==> config.mk <==
export PLATFORM = sky130hd
export DESIGN_NAME = sclw_window_unit
export DESIGN_NICKNAME = d
export VERILOG_FILES = /design/src/design/sclw_pkg.sv /design/src/design/sclw_window_unit.sv
export SDC_FILE = /design/constraint.sdc
export NUM_CORES = 1
export LEC_CHECK = 0
export BUFFER_PORTS_ARGS = -buffer_cell sky130_fd_sc_hd__buf_2
export CORE_ASPECT_RATIO = 1.4
export CORE_MARGIN = 4
export CORE_UTILIZATION = 40
export DETAILED_ROUTE_END_ITERATION = 10
export SETUP_SLACK_MARGIN = 0.15
export SLEW_MARGIN = 25
export SYNTH_ARGS = -nofsm -noshare
export SYNTH_HDL_FRONTEND = slang
export SYNTH_SLANG_ARGS = --single-unit
export TNS_END_PERCENT = 50
==> constraint.sdc <==
create_clock -name clock -period 12.2 [get_ports clock]
set_clock_uncertainty 0.15 [all_clocks]
set_input_delay 1.22 -clock clock [delete_from_list [all_inputs] [get_ports clock]]
set_output_delay 1.22 -clock clock [all_outputs]
set_load 0.02 [all_outputs]
==> src/design/sclw_pkg.sv <==
// ----------------------------------------------------------------------------
// sclw_pkg
// Shared constants and types for the stair climbing way counter.
// ----------------------------------------------------------------------------
package sclw_pkg;

   // Default sizing of the table and of the multi-limb numbers.
   localparam int DEF_MAX_STAIRS = 120;
   localparam int DEF_LIMB_COUNT = 4;

   // Fixed field widths.
   localparam int FIELD_W = 7;
   localparam int LIMB_W  = 30;

   // One limb holds a base 10^9 digit.
   localparam logic [LIMB_W-1:0] LIMB_BASE = 30'd1000000000;

   // Reset value of the jump length register.
   localparam logic [FIELD_W-1:0] MAX_JUMP_RESET = 7'd2;

   // Controls from the sequencer to the window sum unit.
   typedef struct packed {
      logic load_one;   // load the value one into the window sum
      logic calc_shift; // compute one limb and shift it into the tail
      logic out_shift;  // rotate one limb from the head to the tail
      logic double_en;  // add the head limb twice
      logic sub_en;     // subtract the limb read from the table
      logic carry_clr;  // first limb of a step, carry in is zero
   } win_ctrl_type;

endpackage

==> src/design/sclw_window_unit.sv <==
// ----------------------------------------------------------------------------
// sclw_window_unit
// Window sum held as a limb-wide shift register with a serial limb adder.
// ----------------------------------------------------------------------------
module sclw_window_unit #(
   parameter int LIMB_COUNT = sclw_pkg::DEF_LIMB_COUNT
) (
   input  logic                        clock,
   input  logic                        reset,
   input  sclw_pkg::win_ctrl_type      ctrl,
   input  logic [sclw_pkg::LIMB_W-1:0] sub_limb,
   output logic [sclw_pkg::LIMB_W-1:0] head_limb
);
   import sclw_pkg::*;

   logic [LIMB_W-1:0] limbs_ff [LIMB_COUNT];
   logic [LIMB_W-1:0] limbs_in [LIMB_COUNT];
   logic signed [1:0] carry_ff;
   logic signed [1:0] carry_in;
   logic signed [1:0] carry_eff;
   logic [LIMB_W-1:0] dbl_limb;
   logic [LIMB_W-1:0] sub_eff;
   logic signed [32:0] raw_sum;
   logic [LIMB_W-1:0] new_limb;

   assign head_limb = limbs_ff[0];

   // One limb of head + head - sub + carry, carry in {-1, 0, +1}.
   always_comb begin
      carry_eff = ctrl.carry_clr ? 2'sd0 : carry_ff;
      dbl_limb  = ctrl.double_en ? limbs_ff[0] : '0;
      sub_eff   = ctrl.sub_en ? sub_limb : '0;
      raw_sum   = $signed({3'b000, limbs_ff[0]}) + $signed({3'b000, dbl_limb})
                - $signed({3'b000, sub_eff}) + $signed({{31{carry_eff[1]}}, carry_eff});
      if (raw_sum >= $signed({3'b000, LIMB_BASE})) begin
         new_limb = LIMB_W'(raw_sum - $signed({3'b000, LIMB_BASE}));
         carry_in = 2'sd1;
      end else if (raw_sum < 33'sd0) begin
         new_limb = LIMB_W'(raw_sum + $signed({3'b000, LIMB_BASE}));
         carry_in = -2'sd1;
      end else begin
         new_limb = LIMB_W'(raw_sum);
         carry_in = 2'sd0;
      end
   end

   always_comb begin
      for (int j = 0; j < LIMB_COUNT; j++) begin
         limbs_in[j] = limbs_ff[j];
      end
      if (ctrl.load_one) begin
         for (int j = 0; j < LIMB_COUNT; j++) begin
            limbs_in[j] = '0;
         end
         limbs_in[0] = LIMB_W'(1);
      end else if (ctrl.calc_shift || ctrl.out_shift) begin
         for (int j = 0; j < LIMB_COUNT - 1; j++) begin
            limbs_in[j] = limbs_ff[j+1];
         end
         limbs_in[LIMB_COUNT-1] = ctrl.calc_shift ? new_limb : limbs_ff[0];
      end
   end

   always_ff @(posedge clock) begin
      for (int j = 0; j < LIMB_COUNT; j++) begin
         limbs_ff[j] <= limbs_in[j];
      end
   end

   always_ff @(posedge clock) begin
      if (reset) begin
         carry_ff <= 2'sd0;
      end else if (ctrl.calc_shift) begin
         carry_ff <= carry_in;
      end
   end

endmodule

# --- Word-level counts from Yosys, hierarchy flattened ---
# Memory sizes are Yosys's and may differ from the RTL's.
# Index checks and enable logic that the tools add are counted.
totals:
  word_cells: 20
  inputBits: 38
  ramBits: 120
  rom_bits: 0
  register_bits: 2
  latch_bits: 0
  n_memories: 1
  output_inout_bits: 30
mem_list:
  columns: ["name", "words", "width", "read_ports", "rd_ports_with_merged_regs", "wr", "line", "rtl"]
  rows:
  - ["limbs_ff", 4, 30, 4, 0, 4, "sclw_window_unit.sv:16", "logic [LIMB_W-1:0] limbs_ff [LIMB_COUNT];"]
op_classes:
  eq_ne: 0
  shifts: 0
  n_addsub: 5
  mul: 0
  div: 0
  n_mux: 10
  reduce_logical: 1
  magnitude_cmp: 2
  n_bitwise: 0
op_table:
  columns: ["cell", "n"]
  rows:
  - ["$mux 120", 2]
  - ["$mux 30", 5]
  - ["$add 32x2->33", 1]
  - ["$ge 33x31->1 const B", 1]
  - ["$lt 33x1->1 const B", 1]
  - ["$sub 31x30->32", 1]
  - ["$add 30x30->31", 1]
  - ["$add 30x28->30 const B", 1]
  - ["$sub 30x28->30 const B", 1]
  - ["$mux 2", 3]
  - ["$logic_or 1x1->1", 1]

# --- Depth between registers and ports, before layout ---
depth:
  ltp_word: 10
  ltp_mapped: 32
  mapped_depth_nobuf: 29

# --- Least setup slack after synthesis ---
# Ideal clock, no wire load.
synth_timing:
  path_type: "input -> register"
  startpoint: "input ctrl[2] (netlist name)"
  endpoint: "memory limbs_ff[3][15]"
  path_stages: 29
  setup_ns: 0.079
  setup_slack_ns: 4.533
  t_arrival_ns: 7.437
  n_path_buf: 2
  required_time_ns: 11.971
  path_cell_list: "clkbuf_1 -> nand2_1 -> fa_1 -> inv_1 -> ha_1 -> nor2b_1 -> o21a_1 -> o21ai_0 -> a21oi_1 -> nor4_1 -> o221ai_1 -> and4_1 -> o41ai_1 -> o211ai_1 -> o211ai_1 -> xnor2_1 -> ha_1 -> clkbuf_1 -> a21o_1 -> a21o_1 -> a21oi_1 -> nand2_1 -> o31a_1 -> o311ai_0 -> o221ai_1 -> nor4_4 -> nor2_4 -> mux2_4 -> a211oi_2"
synth_rtl:
  columns: ["item", "line", "rtl"]
  rows:
  - ["start, declared", "sclw_window_unit.sv:10", "input sclw_pkg::win_ctrl_type ctrl,"]
  - ["end, declared", "sclw_window_unit.sv:16", null]

==> summary.md <==
| Metric | Value |
|---|---|
| Post-synth EDFFs | 0 |
| DR iter-0 viols | 509 |
| Final std cells w/o fill | 1,768 |
| Wire per inst | 16.06 µm |
| Worst Tran Pin Value | 0.9681 ns |
| Post-Syn Nets | 1,551 |
| Cell variety after synth | 87 |
| Fin. Hold Viols | 0 |
| Final GP Congestion | 0.9187 |
| WP data required | 12.39 ns |
| CTS Root Cell | clkbuf_16 |
| Sink Count | 122 |
| # IOs | 68 |
| Maximum clock frequency | 115.1 MHz |
| Synthesis Warnings | 0 |
| Placed Area | 0.01097 mm² |
| Total Power | 2274 µW |
| #FFs+latches synth | 122 |
| Post-Syn Area | 0.01048 mm² |
| Initial antenna violation count | 0 |
| R2r worst-path depth | 26 |
| Compound-gate portion of the synthesized area | 24.62% |
| Final Cell Area | 0.01166 mm² |
| Port Buffers | 67 |
| Largest family of logic cells by synthesized area | compound AO/OA/AOI/OAI gates |
| Reg2reg end | limbs_ff[3][15] |
| Pre-antenna DRT Iters | 5 |
| RR Startpoint | limbs_ff[0][2] |
| Minimum clock period | 8.687 ns |
| Critical path endpoint category | flip-flop |
| First-pass GRT wire length | 46,510 µm |
| Largest net degree at the start of global routing | 91 |
| Status | finished, final reports clean |
| Routed WL | 28,390 µm |
| Leakage Power | 0.005008 µW |
| Reg2Reg Setup Slack | 4.23 ns |
| Hold path startpoint | limbs_ff[2][29] |
| Commonest cells after routing, fill and taps aside | nand2_1, a21oi_1, dfxtp_1 |
| CTS tree | yes |
| Rel. slew slack | 34.44% |
| Synth Instances | 1,416 |
| Final Core Density | 45.46% |
| Seq/Total Area, Yosys | 23.31% |
| Max FO, Critical Path | 30 |
| Most common library cell in the layout ignoring fill and taps | nand2_1 |
| Final HPWL DP | 21,740 µm |
| Worst VDD drop | 0.1001 mV |
| Cell Rows | 69 |
| Die Area | 0.02889 mm² |
| Synth top area share | 23.31% |
| DR vias | 9,885 |
| Clock Path Buffers | 2 |
| Placed cells | 1,736 |
| Post-CTS Hold Fix Bufs | 0 |
| Post-CTS Setup Repair Bufs | 0 |
| Synth Area in Adders | 13.80% |
| GRT Residual Overflow | 0 |
| Critical path launch point type | input pin |
| CP delay by family, top | compound AO/OA/AOI/OAI gates |
| Area leader, netlist | dfxtp_1 |
| Setup TNS | 0 ns |
| Std-Cell Core Area | 0.02564 mm² |
| Clk slew on worst S/H paths | 0.06 ns |
| H-Tree Depth | 4 |
| Power per Cell Area | 195.1 mW/mm² |
| Slowest CP cell | nor4_4 |
| Worst hold path depth | 2 |
| Period utilisation layout | 71.21% |
| Post-route ant nets | 0 |
| Setup CP Type | in2reg |
| Synth Area in XOR/XNOR | 4.418% |
| Critical path buffers and inverters | 3 |
| Worst path arrival time | 8.87 ns |
| RSZ-0062 raised after global routing | false |
| Clock insertion delay at the later pin of the skew report | 0.41 ns |
| Synthesized area per cell | 7.400 µm² |
| Mux cell area share after synthesis | 3.403% |
| Final Max Slew Viols | 0 |
| Share of post-route cells with drive strength above 1 | 9.386% |
| Post-cts sizing count | 0 |
| Initial Util | 40.87% |
| Final Net Count | 1,571 |
| Min-delay worst type | reg2reg |
| Num CTS Buffers | 17 |
| Die X | 144.8 µm |
| GRT Total Usage | 19.73% |
| Area growth syn-to-layout | 11.25% |
| Synth Flop Type | dfxtp_1 |
| FILL cells | 2,601 |
| Die Y | 199.5 µm |
| Max Cap Viol | 0 |
| Simple-gate area share of the yosys netlist | 23.71% |
| Antenna cells | 0 |
| CP peak stage delay | 0.71 ns |
| # DRC | 0 |
| Top cells by area, synth | dfxtp_1, nand2_1, ha_1, a21oi_1, fa_1 |
| Hold Path Sink | limbs_ff[2][29] |
| Final number of setup-violating endpoints | 0 |
| Number of vias per cell | 5.591 |
| Post-synthesis async set-or-reset flop share | 0% |
| Vias in the first global route | 9,305 |
[power by group]
part	switching [µW]	internal, µW
sequential	31.4	454
combinational	752	455
clock	190	391
[worst max path at each step]
stage | startpoint | end | slack [ns] | cells after the start
4_1_cts | ctrl[2] | limbs_ff[3][15] | 3.45 | 28
6_report | ctrl[2] | limbs_ff[3][15] | 3.51 | 28
5_1_grt | ctrl[2] | limbs_ff[3][20] | 2.78 | 28
3_5_place_dp | ctrl[2] | limbs_ff[3][15] | 3.05 | 28
3_3_place_gp | ctrl[2] | limbs_ff[3][15] | 3.20 | 28
2_1_floorplan | ctrl[2] | limbs_ff[3][15] | 4.53 | 29
[final cells by class]
class | instances | area, µm² | share of cell area, %
Tap cell | 319 | 399.1 | 3.424
Sequential cell | 122 | 2442 | 20.95
Timing Repair Buffer | 73 | 385.4 | 3.306
Clock inverter | 13 | 237.7 | 2.039
Inverter | 109 | 409.1 | 3.510
Multi-Input combinational cell | 1113 | 7341 | 62.97
Clock buffer | 19 | 442.9 | 3.800
[per-stage QoR]
step / hold WS [ns] / setup WS [ns]
floorplan: 0.2818 / 4.533
CTS: 0.2981 / 3.445
finish: 0.2980 / 3.513
global route: 0.3136 / 2.785
global placement: 0.2875 / 3.204
detailed placement: 0.2903 / 3.048
[kinds of logic (layout without fill, tap and decap cells)]
group                      Yosys count  count (layout)
and+or+nand+nor                    534             534
DFF                                122             122
buffers and inverters              181             214
AOI/OAI and AO/OA                  395             395
muxes                               35              35
xor gates and xnor gates            52              52
adders and majority gates           97              97
[per-layer routing]
metal	up-vias	share of wire, %	GRT usage [%]
met5	-	0	0
met4	0	2.0	6.256
met3	38	2.5	2.035
met2	165	48	32.85
met1	4683	48	26.72
li1	4999	-	-
[sequential cells by signal, summed over array words and instances, names as in the netlist]
signal and cells:
limbs_ff 120, carry_ff 2
[worst reg2reg max path, delay by kind of cell, from the launching register on]
family          cells  cell delay [ns]
compound gates     13             3.48
xor+xnor            1             0.15
fa+ha+maj           3             1.19
buf+inv             2             0.15
flops               1             0.48
mux                 1             0.34
simple gates        6             1.94
[cell usage after synthesis (16+ instances only)]
master	instances
clkbuf_1	61
mux2i_1	33
fa_1	31
ha_1	66
nand3_1	27
nor3_1	28
xor2_1	16
a211oi_1	23
nand2_1	268
a21o_1	26
and2_1	38
xnor2_1	35
o21ai_0	45
nor2_1	74
nand4_1	20
a21oi_1	157
dfxtp_1	122
inv_1	108
Note: power is estimated with default switching activity, not from simulation.
